===== config.mk =====
export PLATFORM = sky130hd
export DESIGN_NAME = accent_folding_normalizer_top
export DESIGN_NICKNAME = d
export VERILOG_FILES = /design/src/hw/rtl/afn_pkg.sv /design/src/hw/rtl/afn_front.sv /design/src/hw/rtl/afn_queue.sv /design/src/hw/rtl/afn_back.sv /design/src/hw/rtl/accent_folding_normalizer_top.sv
export SDC_FILE = /design/constraint.sdc
export NUM_CORES = 1
export LEC_CHECK = 0
export BUFFER_PORTS_ARGS = -buffer_cell sky130_fd_sc_hd__buf_4
export CAP_MARGIN = 20
export CORE_MARGIN = 2
export CORE_UTILIZATION = 65
export DETAILED_ROUTE_END_ITERATION = 8
export GPL_TIMING_DRIVEN = 1
export PLACE_DENSITY = 0.84
export REMOVE_ABC_BUFFERS = 1
export SLEW_MARGIN = 15
export SYNTH_ARGS = -nofsm -noshare
export SYNTH_HDL_FRONTEND = slang
export SYNTH_SLANG_ARGS = --single-unit

===== constraint.sdc =====
create_clock -name clock -period 6.2 [get_ports clock]
set_input_delay 0.62 -clock clock [delete_from_list [all_inputs] [get_ports clock]]
set_output_delay 0.62 -clock clock [all_outputs]
set_load 0.01 [all_outputs]

===== src/hw/rtl/afn_pkg.sv =====
// ----------------------------------------------------------------------------
// afn_pkg
// Shared types, constants and byte-folding functions for the accent folding
// normalizer.
// ----------------------------------------------------------------------------
package afn_pkg;

   localparam int ByteWidth     = 8;
   localparam int QueueDepth    = 4;
   localparam int QueuePtrWidth = $clog2(QueueDepth);
   localparam int QueueCntWidth = $clog2(QueueDepth + 1);

   localparam logic [ByteWidth-1:0] LeadByte  = 8'hC3;
   localparam logic [ByteWidth-1:0] NulByte   = 8'h00;
   localparam logic [ByteWidth-1:0] StarByte  = 8'h2A;
   localparam logic [ByteWidth-1:0] SpaceByte = 8'h20;
   localparam logic [ByteWidth-1:0] QuestByte = 8'h3F;
   localparam logic [ByteWidth-1:0] UpperA    = 8'h41;
   localparam logic [ByteWidth-1:0] UpperZ    = 8'h5A;
   localparam logic [ByteWidth-1:0] CaseDelta = 8'h20;

   localparam logic [ByteWidth-1:0] FoldALo = 8'hA0;
   localparam logic [ByteWidth-1:0] FoldAHi = 8'hA5;
   localparam logic [ByteWidth-1:0] FoldELo = 8'hA8;
   localparam logic [ByteWidth-1:0] FoldEHi = 8'hAB;
   localparam logic [ByteWidth-1:0] FoldILo = 8'hAC;
   localparam logic [ByteWidth-1:0] FoldIHi = 8'hAF;
   localparam logic [ByteWidth-1:0] FoldOLo = 8'hB2;
   localparam logic [ByteWidth-1:0] FoldOHi = 8'hB7;
   localparam logic [ByteWidth-1:0] FoldULo = 8'hB9;
   localparam logic [ByteWidth-1:0] FoldUHi = 8'hBE;
   localparam logic [ByteWidth-1:0] FoldC   = 8'hA7;
   localparam logic [ByteWidth-1:0] FoldN   = 8'hB1;

   localparam logic [ByteWidth-1:0] CharA = 8'h61;
   localparam logic [ByteWidth-1:0] CharE = 8'h65;
   localparam logic [ByteWidth-1:0] CharI = 8'h69;
   localparam logic [ByteWidth-1:0] CharO = 8'h6F;
   localparam logic [ByteWidth-1:0] CharU = 8'h75;
   localparam logic [ByteWidth-1:0] CharC = 8'h63;
   localparam logic [ByteWidth-1:0] CharN = 8'h6E;

   // One classified input byte: one or two output bytes.
   typedef struct packed {
      logic                 pair;
      logic [ByteWidth-1:0] first;
      logic [ByteWidth-1:0] second;
   } fold_entry_type;

   // Base letter for a follower of the lead byte, zero when unmatched.
   function automatic logic [ByteWidth-1:0] fold_follower(input logic [ByteWidth-1:0] f);
      logic [ByteWidth-1:0] res;
      res = NulByte;
      if (f >= FoldALo && f <= FoldAHi) res = CharA;
      else if (f >= FoldELo && f <= FoldEHi) res = CharE;
      else if (f >= FoldILo && f <= FoldIHi) res = CharI;
      else if (f >= FoldOLo && f <= FoldOHi) res = CharO;
      else if (f >= FoldULo && f <= FoldUHi) res = CharU;
      else if (f == FoldC) res = CharC;
      else if (f == FoldN) res = CharN;
      return res;
   endfunction

   function automatic logic [ByteWidth-1:0] lower_ascii(input logic [ByteWidth-1:0] b);
      logic [ByteWidth-1:0] res;
      res = b;
      if (b >= UpperA && b <= UpperZ) res = b + CaseDelta;
      return res;
   endfunction

endpackage


===== src/hw/rtl/afn_front.sv =====
// ----------------------------------------------------------------------------
// afn_front
// Accepts input bytes, tracks leading-skip and pending-lead state, and turns
// each byte into zero, one or two output bytes for the queue.
// ----------------------------------------------------------------------------
module afn_front (
   input  logic                          clock,
   input  logic                          reset,
   input  logic                          req_tvalid,
   output logic                          req_tready,
   input  logic [afn_pkg::ByteWidth-1:0] req_tdata,
   input  logic                          queue_full,
   output logic                          push_valid,
   output afn_pkg::fold_entry_type       push_entry
);
   import afn_pkg::*;

   logic skip_ff, skip_in;
   logic lead_ff, lead_in;
   logic accept;
   logic emit;
   logic [ByteWidth-1:0] folded;
   fold_entry_type entry;

   assign req_tready = !queue_full;
   assign accept     = req_tvalid && req_tready;

   always_comb begin
      folded       = fold_follower(req_tdata);
      skip_in      = skip_ff;
      lead_in      = lead_ff;
      emit         = 1'b0;
      entry.pair   = 1'b0;
      entry.first  = lower_ascii(req_tdata);
      entry.second = lower_ascii(req_tdata);
      if (lead_ff) begin
         lead_in = 1'b0;
         emit    = 1'b1;
         if (folded != NulByte) begin
            entry.first = folded;
         end else begin
            // unmatched follower: lead goes out as is, follower handled plainly
            entry.first = LeadByte;
            skip_in     = (req_tdata == NulByte);
            if (req_tdata == LeadByte) begin
               lead_in = 1'b1;
            end else begin
               entry.pair = 1'b1;
            end
         end
      end else if (skip_ff && (req_tdata == StarByte || req_tdata == SpaceByte ||
                               req_tdata == QuestByte)) begin
         emit = 1'b0;
      end else begin
         skip_in = (req_tdata == NulByte);
         if (req_tdata == LeadByte) begin
            lead_in = 1'b1;
         end else begin
            emit = 1'b1;
         end
      end
   end

   assign push_valid = accept && emit;
   assign push_entry = entry;

   always_ff @(posedge clock) begin
      if (reset) begin
         skip_ff <= 1'b1;
         lead_ff <= 1'b0;
      end else if (accept) begin
         skip_ff <= skip_in;
         lead_ff <= lead_in;
      end
   end

endmodule


===== src/hw/rtl/afn_queue.sv =====
// ----------------------------------------------------------------------------
// afn_queue
// Short FIFO of classified entries between the front and the back end.
// ----------------------------------------------------------------------------
module afn_queue (
   input  logic                    clock,
   input  logic                    reset,
   input  logic                    push_valid,
   input  afn_pkg::fold_entry_type push_entry,
   output logic                    full,
   input  logic                    pop,
   output logic                    empty,
   output afn_pkg::fold_entry_type pop_entry
);
   import afn_pkg::*;

   fold_entry_type slot_ff [QueueDepth];
   logic [QueuePtrWidth-1:0] wr_ptr_ff, wr_ptr_in;
   logic [QueuePtrWidth-1:0] rd_ptr_ff, rd_ptr_in;
   logic [QueueCntWidth-1:0] count_ff, count_in;
   logic do_push, do_pop;

   assign full      = (count_ff == QueueCntWidth'(QueueDepth));
   assign empty     = (count_ff == '0);
   assign pop_entry = slot_ff[rd_ptr_ff];
   assign do_push   = push_valid && !full;
   assign do_pop    = pop && !empty;

   always_comb begin
      wr_ptr_in = wr_ptr_ff;
      rd_ptr_in = rd_ptr_ff;
      count_in  = count_ff;
      if (do_push) wr_ptr_in = wr_ptr_ff + 1'b1;
      if (do_pop)  rd_ptr_in = rd_ptr_ff + 1'b1;
      if (do_push && !do_pop) count_in = count_ff + 1'b1;
      else if (do_pop && !do_push) count_in = count_ff - 1'b1;
   end

   always_ff @(posedge clock) begin
      if (reset) begin
         wr_ptr_ff <= '0;
         rd_ptr_ff <= '0;
         count_ff  <= '0;
      end else begin
         wr_ptr_ff <= wr_ptr_in;
         rd_ptr_ff <= rd_ptr_in;
         count_ff  <= count_in;
      end
   end

   always_ff @(posedge clock) begin
      if (do_push) slot_ff[wr_ptr_ff] <= push_entry;
   end

endmodule


===== src/hw/rtl/afn_back.sv =====
// ----------------------------------------------------------------------------
// afn_back
// Pops queue entries and sends their one or two bytes out through the
// output register, one byte per transfer.
// ----------------------------------------------------------------------------
module afn_back (
   input  logic                          clock,
   input  logic                          reset,
   input  logic                          empty,
   input  afn_pkg::fold_entry_type       pop_entry,
   output logic                          pop,
   output logic                          rsp_tvalid,
   input  logic                          rsp_tready,
   output logic [afn_pkg::ByteWidth-1:0] rsp_tdata,
   output logic                          rsp_tlast
);
   import afn_pkg::*;

   logic                 valid_ff, valid_in;
   logic [ByteWidth-1:0] data_ff, data_in;
   logic                 last_ff, last_in;
   logic                 second_ff, second_in;
   logic [ByteWidth-1:0] hold_ff, hold_in;
   logic                 out_free;

   assign out_free = !valid_ff || rsp_tready;

   always_comb begin
      valid_in  = valid_ff;
      data_in   = data_ff;
      last_in   = last_ff;
      second_in = second_ff;
      hold_in   = hold_ff;
      pop       = 1'b0;
      if (out_free) begin
         if (second_ff) begin
            valid_in  = 1'b1;
            data_in   = hold_ff;
            last_in   = 1'b1;
            second_in = 1'b0;
         end else if (!empty) begin
            pop       = 1'b1;
            valid_in  = 1'b1;
            data_in   = pop_entry.first;
            last_in   = !pop_entry.pair;
            second_in = pop_entry.pair;
            hold_in   = pop_entry.second;
         end else begin
            valid_in = 1'b0;
         end
      end
   end

   always_ff @(posedge clock) begin
      if (reset) begin
         valid_ff  <= 1'b0;
         second_ff <= 1'b0;
      end else begin
         valid_ff  <= valid_in;
         second_ff <= second_in;
      end
   end

   always_ff @(posedge clock) begin
      data_ff <= data_in;
      last_ff <= last_in;
      hold_ff <= hold_in;
   end

   assign rsp_tvalid = valid_ff;
   assign rsp_tdata  = data_ff;
   assign rsp_tlast  = last_ff;

endmodule


===== src/hw/rtl/accent_folding_normalizer_top.sv =====
// ----------------------------------------------------------------------------
// accent_folding_normalizer_top
// Byte stream normalizer: leading-skip, Latin-1 accent folding, ASCII
// lowercasing of NUL-terminated strings.
//
//   channel | direction | tdata                | tlast
//   req_    | in        | [7:0] byte_in        | -
//   rsp_    | out       | [7:0] byte_out       | last_of_run
//
// One input byte is taken per cycle while the queue has room. Each byte gives
// zero, one or two output bytes; the output register sends one per cycle while
// rsp_tready is high. An input byte passes through a queue slot and then the
// output register. A stalled output fills the four-entry queue before
// req_tready drops. Reset is synchronous and clears the string state and queue.
// ----------------------------------------------------------------------------
module accent_folding_normalizer_top (
   input  logic                          clock,
   input  logic                          reset,
   input  logic                          req_tvalid,
   output logic                          req_tready,
   input  logic [afn_pkg::ByteWidth-1:0] req_tdata,   // [7:0] byte_in
   output logic                          rsp_tvalid,
   input  logic                          rsp_tready,
   output logic [afn_pkg::ByteWidth-1:0] rsp_tdata,   // [7:0] byte_out
   output logic                          rsp_tlast
);
   import afn_pkg::*;

   logic           push_valid;
   fold_entry_type push_entry;
   logic           queue_full;
   logic           queue_empty;
   logic           pop;
   fold_entry_type pop_entry;

   afn_front u_front (
      .clock      (clock),
      .reset      (reset),
      .req_tvalid (req_tvalid),
      .req_tready (req_tready),
      .req_tdata  (req_tdata),
      .queue_full (queue_full),
      .push_valid (push_valid),
      .push_entry (push_entry)
   );

   afn_queue u_queue (
      .clock      (clock),
      .reset      (reset),
      .push_valid (push_valid),
      .push_entry (push_entry),
      .full       (queue_full),
      .pop        (pop),
      .empty      (queue_empty),
      .pop_entry  (pop_entry)
   );

   afn_back u_back (
      .clock      (clock),
      .reset      (reset),
      .empty      (queue_empty),
      .pop_entry  (pop_entry),
      .pop        (pop),
      .rsp_tvalid (rsp_tvalid),
      .rsp_tready (rsp_tready),
      .rsp_tdata  (rsp_tdata),
      .rsp_tlast  (rsp_tlast)
   );

endmodule


After elaboration in Yosys (flattened, before gate mapping)
Memory sizes are Yosys's and may differ from the RTL's. A register that Yosys moved wholly into a read port is not among the register bits.
Cells that the tools add are included.
{"block": "totals", "elab_cells": 105, "romBits": 0, "inputBits": 12, "mem_count": 1, "latchBits": 0, "out_inout_bits": 11, "regBits": 28, "ram_bits": 68}
{"block": "op_classes", "add_sub_neg": 5, "eq_ne": 10, "div_mod_pow": 0, "n_reduce_logical": 29, "mux": 36, "order_cmp": 12, "mul": 0, "bitwise_logic": 2, "shift": 0}
{"memory": "u_queue.slot_ff", "words": 4, "width": 17, "read_ports": 1, "rd_clocked_by_memory_dff": 1, "wr": 1, "line": "afn_queue.sv:17", "text": "fold_entry_type slot_ff [QueueDepth];"}
{"op": "8-bit two-way mux", "n": 10}
{"op": "8-bit greater-or-equal comparator, second input constant", "n": 5}
{"op": "8-bit <= comparator, second input constant", "n": 5}
{"op": "8-bit by 6-bit equality test with 1-bit output, second input constant", "n": 3}
{"op": "8-bit equality test, second input constant", "n": 3}
{"op": "1-bit two-way mux", "n": 20}
{"op": "1-bit logical AND", "n": 13}
{"op": "9-bit two-way mux", "n": 1}
{"op": "8-bit by 6-bit adder with 8-bit output, second input constant", "n": 1}
{"op": "8-bit by 7-bit greater-or-equal comparator with 1-bit output, second input constant", "n": 1}
{"op": "8-bit by 7-bit <= comparator with 1-bit output, second input constant", "n": 1}
{"op": "8-bit zero test", "n": 1}
{"op": "8-bit nonzero test", "n": 1}
{"op": "7-bit two-way mux", "n": 1}
{"op": "1-bit zero test", "n": 6}
{"op": "3-bit two-way mux", "n": 2}
{"op": "3-bit AND reduction", "n": 2}
{"op": "2-bit by 1-bit adder with 2-bit output, second input constant", "n": 2}
{"op": "2-bit two-way mux", "n": 2}
{"op": "2-bit inequality test, second input constant", "n": 2}
{"op": "3-bit by 1-bit adder with 3-bit output, second input constant", "n": 1}
{"op": "3-bit equality test, second input constant", "n": 1}
{"op": "3-bit zero test", "n": 1}
{"op": "1-bit logical OR", "n": 3}
{"op": "other kinds (5)", "n": 6}

Longest topological paths before layout
Gate-level depths: netlist (run 1).
{"block": "depth", "ltp_word": 12, "depth_mapped": 11, "mapped_depth_nobuf": 10}

Hierarchy
From an unflattened synthesis (run 1), not the netlist that was laid out.
{"block": "unflattened", "hier_cells": 274, "hier_area_um2": 4384.2}
{"mod": "afn_queue", "seq_area_each_um2": 2222.1, "instances": 1, "area_per_inst_um2": 2936.6, "cells_per_inst": 137}
{"mod": "afn_back", "seq_area_each_um2": 550.5, "instances": 1, "area_per_inst_um2": 760.7, "cells_per_inst": 37}
{"mod": "afn_front", "seq_area_each_um2": 40.0, "instances": 1, "area_per_inst_um2": 686.9, "cells_per_inst": 100}

Worst setup path before layout (run 1)
Ideal clock, no wire load.
{"block": "synth_timing", "path_type": "input to register", "from": "in req_tdata[1] in the netlist's numbering", "to": "reg u_queue.count_ff[2]", "setup_ps": 71, "stages": 11, "required_ps": 6129, "arrival_ps": 2641, "path_slack_ps": 3488, "cell_sequence": "buf_6 > nand2_1 > a2bb2oi_1 > o21ai_1 > a21oi_2 > ha_1 > inv_1 > fa_1 > xor2_1 > or3_1 > a21oi_1"}
{"block": "synth_via", "elab_chain_len": 11, "elab_cells_between_ends": 17, "cone_classes": "eq/ne (4); mux (4); reduce/logical (9)"}
{"item": "start: declaration", "line": "accent_folding_normalizer_top.sv:21", "text": "input logic [afn_pkg::ByteWidth-1:0] req_tdata,"}
{"item": "8-bit by 6-bit equality test with 1-bit output", "line": "afn_front.sv:51", "text": "end else if (skip_ff && (req_tdata == StarByte || req_tdata == SpaceByte ||"}
{"item": "1-bit logical OR (2 in a row)", "line": "afn_front.sv:51"}
{"item": "1-bit logical AND", "line": "afn_front.sv:51"}
{"item": "1-bit two-way mux *", "line": "afn_front.sv:51"}
{"item": "1-bit two-way mux *", "line": "afn_front.sv:36", "text": "if (lead_ff) begin"}
{"item": "1-bit logical AND *", "line": "afn_front.sv:64", "text": "assign push_valid = accept && emit;"}
{"item": "1-bit logical AND *", "line": "afn_queue.sv:26", "text": "assign do_push = push_valid && !full;"}
{"item": "via u_queue.do_push", "line": "afn_queue.sv:21", "text": "logic do_push, do_pop;"}
{"item": "1-bit zero test", "line": "afn_queue.sv:36", "text": "else if (do_pop && !do_push) count_in = count_ff - 1'b1;"}
{"item": "1-bit logical AND", "line": "afn_queue.sv:36"}
{"item": "2-bit nonzero test (no source line)"}
{"item": "end signal: assignment", "line": "afn_queue.sv:47", "text": "count_ff <= count_in;"}
{"item": "end: declaration", "line": "afn_queue.sv:20", "text": "logic [QueueCntWidth-1:0] count_ff, count_in;"}
Mark *: on every way through the listed nets, which the timed path passes. The rest lies on a longest branch.
A chain may end at the register's enable or synchronous reset.

Final worst setup path (run 1)
{"block": "layout_timing", "from": "reg u_front.lead_ff", "to": "reg u_queue.count_ff[2]"}
{"block": "layout_via", "elab_chain_len": 6, "elab_cells_between_ends": 8, "cone_classes": "mux (2); reduce/logical (6)"}
{"item": "start: declaration", "line": "afn_front.sv:19", "text": "logic lead_ff, lead_in;"}
{"item": "start signal: assignment", "line": "afn_front.sv:73", "text": "lead_ff <= lead_in;"}
{"item": "1-bit two-way mux *", "line": "afn_front.sv:36"}
{"item": "1-bit logical AND *", "line": "afn_front.sv:64"}
{"item": "1-bit logical AND *", "line": "afn_queue.sv:26"}
{"item": "via u_queue.do_push", "line": "afn_queue.sv:21"}
{"item": "1-bit zero test", "line": "afn_queue.sv:36"}
{"item": "1-bit logical AND", "line": "afn_queue.sv:36"}
{"item": "2-bit nonzero test (no source line)"}
Marks and branches as above.

==> results.sh, run 1 <==
export IMPL_yosysMostFrequentCell="edfxtp_1"
export IMPL_syn_area_per_cell_um2=16.4
export IMPL_area_growth_pct=8.71
export IMPL_cts_hold_buf=0
export IMPL_yosysSeqAreaShare_pct=65.7
export IMPL_place_ws_ns=3.22
export IMPL_fin_nets=303
export IMPL_worstSetupStartpointType="register"
export IMPL_ant_nets=0
export IMPL_fin_skew_ns=0.0129
export IMPL_grt_pass1_vias=2206
export IMPL_grt_setup_unrepaired="no"
export IMPL_vias=2279
export IMPL_slew_headroom_pct=36.1
export IMPL_yosysTopAreaCell="edfxtp_1"
export IMPL_first_iter_violations=176
export IMPL_grt_max_degree=23
export IMPL_design_die_area_um2=7250
export IMPL_timing_fmax_mhz=356
export IMPL_async_flop_share_pct=0
export IMPL_routed_wl_um=7080
export IMPL_cp_num_buf_inv=2
export IMPL_cp_slowest_cell="dfxtp_1"
export IMPL_fin_crit_ns=2.81
export IMPL_grt_pass1_wl_um=11600
export IMPL_fillCellCount=379
export IMPL_synth_edf_count=85
export IMPL_post_drt_wl_per_cell_um=19.5
export IMPL_p_sw_w=0.000499
export IMPL_whs_ns=0.507
export IMPL_irDropWorstVdd_uv=272
export IMPL_clk_pin_slew_ns=0.09
export IMPL_gp_congestion=0.860
export IMPL_pwr_share_seq_pct=53.0
export IMPL_dpl_hpwl_um=4650
export IMPL_cts_repair_resized=0
export IMPL_setup_viol=0
export IMPL_crit_chain="clkinv_1 > nand4_1 > o21ai_1 > a21oi_2 > ha_1 > inv_1 > fa_1 > xor2_1 > or3_1 > a21oi_1"
export IMPL_die_x_um=85.2
export IMPL_final_period_utilization_pct=45.3
export IMPL_maxCapViolCount=0
export IMPL_cp_data_required_time_ns=6.49
export IMPL_start_util_pct=67.4
export IMPL_cts_sinks=98
export IMPL_clock_latency_ns=0.35
export IMPL_synth_flop_cell="edfxtp_1"
export IMPL_synth_top_area_share_pct=59.6
export IMPL_critPathCaptureType="register"
export IMPL_yosys_top_cells_area="edfxtp_1 60%, mux4_2 8.9%, dfxtp_1 6.1%, ha_1 2.3%, mux2_2 2.1%"
export IMPL_io_pins=23
export IMPL_ys_warn_count=0
export IMPL_combinationalPowerShare_pct=24.8
export IMPL_hp_class="register to register"
export IMPL_htree_levels=3
export IMPL_cts_root_buf="clkbuf_8"
export IMPL_cts_buffers=9
export IMPL_path_max_fanout=10
export IMPL_drive_above_1_share_pct=27.2
export IMPL_worstMarginPinSlew_ns=0.958
export IMPL_grt_usage_pct=21.5
export IMPL_crit_arrival_ns=3.10
export IMPL_antenna_found_initial=0
export IMPL_leakage_nw=1.58
export IMPL_vias_per_cell=6.26
export IMPL_clock_tree_buffer_depth=2
export IMPL_synth_cells=261
export IMPL_port_buffer_count=22
export IMPL_power_density_nw_per_um2=383
export IMPL_postLayoutSetupSlackWorst_ns=3.39
export IMPL_grt_overflow=0
export IMPL_swShare_pct=28.0
export IMPL_p_int_w=0.00128
export IMPL_die_y_um=85.2
export IMPL_tritoncts="done"
export IMPL_worstSetupPathType="register to register"
export IMPL_antenna_cells=0
export IMPL_ys_seq_elements=98
export IMPL_status="finished, final reports clean"
export IMPL_drc=0
export IMPL_hold_viol_final=0
export IMPL_syn_cell_area_um2=4280
export IMPL_cts_setup_buffers=0
export IMPL_rows=29
export IMPL_yosys_cell_types_count=62
export IMPL_p_clk_share_pct=22.1
export IMPL_setup_tns_ns=0
export IMPL_core_region_area_um2=6350
export IMPL_path_delay_family="adder cells"
export IMPL_cp_slowest_stage_delay_ns=0.52
export IMPL_drv_slew=0
export IMPL_synth_commonest_cells="85 x edfxtp_1, 21 x nor2_1, 17 x mux4_2, 13 x dfxtp_1"
export IMPL_dr_pass1_iters=5
[per-stage QoR]
step           util (%)  instances  instance area [um^2]  total power [W]
2_1_floorplan         -        247                  4180          0.00124
3_3_place_gp       70.2        348                  4460          0.00139
3_5_place_dp       70.2        348                  4460          0.00141
4_1_cts            73.3        364                  4650          0.00180
5_1_grt            73.3        364                  4650          0.00187
6_report           73.3        364                  4650          0.00178
[cell type report]
class                   instances  area, um^2  area share, %
clock buffers                  12         166           3.58
clock inverters                 4        31.3          0.672
inverters                       8        30.0          0.645
multi-input cells             141        1340           28.7
flip-flops and latches         98        2810           60.4
well taps                      77        96.3           2.07
repair buffers                 24         180           3.87
[layout by cell type (no fill, tap or decap), types with 3 or more instances in the layout]
master / instances
nor2_1: 21
nand2b_1: 5
o21ai_0: 3
mux2_2: 8
ha_1: 8
buf_4: 24
xor2_1: 3
a21oi_1: 5
clkbuf_8: 10
and2_1: 4
nor2b_1: 3
edfxtp_1: 85
xnor2_1: 3
nand2_1: 6
dfxtp_1: 13
mux4_2: 17
nor3_1: 7
a21o_1: 4
inv_1: 7
[kinds of logic after synthesis]
family / Yosys count / synth area share [%]
buffers and inverters: 22 / 3.07
XOR/XNOR: 6 / 1.23
AO/OA/AOI/OAI: 36 / 6.96
multiplexers: 28 / 11.9
adder cells (fa/ha/maj): 9 / 2.81
flip-flops: 98 / 65.7
AND/OR/NAND/NOR: 62 / 8.39
[sequential cells by signal, indices dropped and copies added (netlist names), 2 cells and up, named ones only]
signal	cells
u_queue.rd_ptr_ff	2
u_queue.count_ff	3
u_back.rsp_tdata	8
u_queue.wr_ptr_ff	2
u_back.hold_ff	8
u_queue.slot_ff	68
[worst paths after layout]
kind,startpoint,end,slack (ns),cells past startpoint
worst min-delay path,u_front.skip_ff,u_front.skip_ff,0.51,2
worst max register to register,u_front.lead_ff,u_queue.count_ff[2],3.39,10
worst min register to register,u_front.skip_ff,u_front.skip_ff,0.51,2
worst max-delay path,u_front.lead_ff,u_queue.count_ff[2],3.39,10
[metal layers]
layer | wire (um) | part of all wire, % | GRT usage [%]
met2 | 3360 | 47 | 31.8
met5 | 0 | 0 | 0
met4 | 136 | 1.9 | 9.52
met3 | 359 | 5.1 | 2.72
met1 | 3230 | 46 | 32.6
[worst min-delay path, stage by stage (launching register included)]
cell	delay, ns
dfxtp_1	0.34
nand2_1	0.06
nand3_1	0.06
[power by group through the flow]
| stage | registers (W) | clock network, W | logic [W] |
|---|---|---|---|
| final | 0.000945 | 0.000394 | 0.000443 |
| after global routing | 0.000958 | 0.000426 | 0.000483 |
| after CTS | 0.000946 | 0.000402 | 0.000448 |
| after detailed placement | 0.000961 | 0 | 0.000447 |
| after global placement | 0.000954 | 0 | 0.000432 |
| after floorplan | 0.000974 | 0 | 0.000265 |
No activity file was read; power rests on OpenSTA's default activity.
==> run 2: changes to the inputs <==
CORE_UTILIZATION = 60   (was 65)
PLACE_DENSITY = 0.78   (was 0.84)
clock period = 2.91 ns   (was 6.2 ns; I/O delays follow)
==> run 2 against run 1 <==
  * Maximum frequency up 13%
  * Non-clock buffer count up 9
  * Wire length up 1.1%
  * Critical path depth unchanged
  * Register-to-register slack worse by 3.0 ns
  * First-iteration DRC count down 30%
  * Clock power up 93%
==> results.sh, run 2 (synthesis results as in run 1) <==
export IMPL_met1_usage_pct=27.6
export IMPL_ff2ff_setup_slack_ns=0.43
export IMPL_place_inst=376
export IMPL_grt_setup_unrepaired="no"
export IMPL_postLayoutSetupSlackWorst_ns=0.428
export IMPL_p_sw_w=0.00106
export IMPL_grt_usage_pct=20.3
export IMPL_port_buffer_count=22
export IMPL_core_region_area_um2=6830
export IMPL_setup_viol=0
export IMPL_die_x_um=88.5
export IMPL_rows=30
export IMPL_largest_register="u_queue.slot_ff"
export IMPL_crit_arrival_ns=2.77
export IMPL_drive_above_1_share_pct=29.1
export IMPL_vias=2304
export IMPL_design_die_area_um2=7830
export IMPL_cts_repair_resized=0
export IMPL_swShare_pct=28.4
export IMPL_fin_nets=312
export IMPL_path_max_fanout=5
export IMPL_grt_max_degree=23
export IMPL_place_ws_ns=0.456
export IMPL_slew_headroom_pct=53.8
export IMPL_power_density_nw_per_um2=793
export IMPL_antenna_cells=0
export IMPL_p_int_w=0.00268
export IMPL_setup_tns_ns=0
export IMPL_dpl_cell_area_um2=4550
export IMPL_gp_congestion=0.867
export IMPL_critPathCaptureType="register"
export IMPL_status="finished, final reports clean"
export IMPL_clk_pin_slew_ns=0.09
export IMPL_area_growth_pct=10.2
export IMPL_fin_skew_ns=0.0105
export IMPL_tritoncts="done"
export IMPL_top_usage_layer="met2"
export IMPL_die_y_um=88.5
export IMPL_cts_buffers=9
export IMPL_dr_pass1_iters=4
export IMPL_p_clk_share_pct=20.3
export IMPL_setup_worst_path_end="u_queue.count_ff[2]"
export IMPL_stdcell_count=392
export IMPL_routed_wl_um=7160
export IMPL_largest_register_ff_count=68
export IMPL_start_util_pct=62.7
export IMPL_worstRegToRegCells=10
export IMPL_layout_commonest_cell="edfxtp_1"
export IMPL_cp_data_required_time_ns=3.20
export IMPL_hold_viol_final=0
export IMPL_maxCapViolCount=0
export IMPL_grt_pass1_vias=2248
export IMPL_most_common_layout_cells="85 x edfxtp_1, 33 x buf_4, 21 x nor2_1"
export IMPL_fin_area_um2=4720
export IMPL_antenna_found_initial=0
export IMPL_finalPower_w=0.00374
export IMPL_cts_sinks=98
export IMPL_drv_slew=0
export IMPL_hp_class="input port to register"
export IMPL_first_iter_violations=124
export IMPL_cts_root_buf="clkbuf_8"
export IMPL_worstSetupStartpointType="register"
export IMPL_pwr_share_seq_pct=53.7
export IMPL_worstSetupPathType="register to register"
export IMPL_grt_overflow=0
export IMPL_post_drt_wl_per_cell_um=18.3
export IMPL_io_pins=23
export IMPL_vias_per_cell=5.88
export IMPL_combinationalPowerShare_pct=26.0
export IMPL_fin_crit_ns=2.48
export IMPL_cts_hold_buf=0
export IMPL_drc=0
export IMPL_htree_levels=3
export IMPL_crit_path_start="u_queue.count_ff[0]"
export IMPL_clock_latency_ns=0.35
export IMPL_final_period_utilization_pct=85.3
export IMPL_grt_pass1_wl_um=11400
export IMPL_irDropWorstVdd_uv=372
export IMPL_cts_setup_buffers=0
export IMPL_met2_usage_pct=33.2
export IMPL_leakage_nw=1.61
export IMPL_use_met3_pct=2.24
export IMPL_ant_nets=0
export IMPL_r2r_end="u_queue.count_ff[2]"
export IMPL_clock_tree_buffer_depth=2
export IMPL_reg2reg_from="u_queue.count_ff[0]"
export IMPL_timing_fmax_mhz=403
export IMPL_worstMarginPinSlew_ns=0.691
export IMPL_dpl_hpwl_um=4770
==> run 2: cell count changes in the layout (fill, tap and decap cells not counted), sizes merged <==
cell	before	now
buf	24	33
clkinvlp	1	2
clkinv	2	4
clkbuf	12	10
inv	9	8
==> run 2: how the worst min path moves through the flow <==
stage / startpoint / end / slack [ns] / depth (start not counted)
after detailed placement: u_queue.wr_ptr_ff[1] / u_queue.wr_ptr_ff[1] / 0.51 / 2
after floorplan: reset / u_queue.count_ff[2] / 0.36 / 1
after CTS: reset / u_queue.count_ff[2] / 0.19 / 2
after global placement: u_front.skip_ff / u_front.skip_ff / 0.49 / 2
final: reset / u_queue.rd_ptr_ff[0] / 0.21 / 2
after global routing: reset / u_queue.count_ff[2] / 0.21 / 2
==> run 2: final cells by class <==
class | count | area (um^2)
inverters | 8 | 30.0
flip-flops and latches | 98 | 2810
clock buffers | 10 | 128
well taps | 96 | 120
repair buffers | 33 | 248
fillers | 484 | 2110
multi-input cells | 141 | 1340
clock inverters | 6 | 41.3
==> run 2: per-stage QoR <==
stage / utilization [%] / hold slack, ns
final: 69.0 / 0.213
after floorplan: - / 0.360
after global routing: 69.0 / 0.207
after CTS: 69.0 / 0.192
after detailed placement: 66.6 / 0.509
after global placement: 66.6 / 0.489
==> run 2: power groups by stage <==
stage,logic (W),clock network [W],registers [W]
2_1_floorplan,0.000565,0,0.00207
3_3_place_gp,0.000968,0,0.00203
3_5_place_dp,0.000986,0,0.00205
4_1_cts,0.000989,0.000775,0.00201
5_1_grt,0.00107,0.000823,0.00204
6_report,0.000974,0.000759,0.00201
==> run 2: worst max-delay path, cell delays in order (launching register included) <==
cell and delay (ns):
dfxtp_1 0.44, nor2_1 0.09, a21boi_1 0.31, o21ai_1 0.17, a21oi_2 0.16, ha_1 0.19, inv_1 0.06, fa_1 0.37
xor2_1 0.18, or3_1 0.30, a21oi_1 0.14
==> run 2: routing by layer <==
| layer | wire length (um) | part of all wire, % |
|---|---|---|
| met4 | 55 | 0.77 |
| met5 | 0 | 0 |
| met3 | 365 | 5.1 |
| met1 | 3180 | 44 |
| met2 | 3560 | 50 |
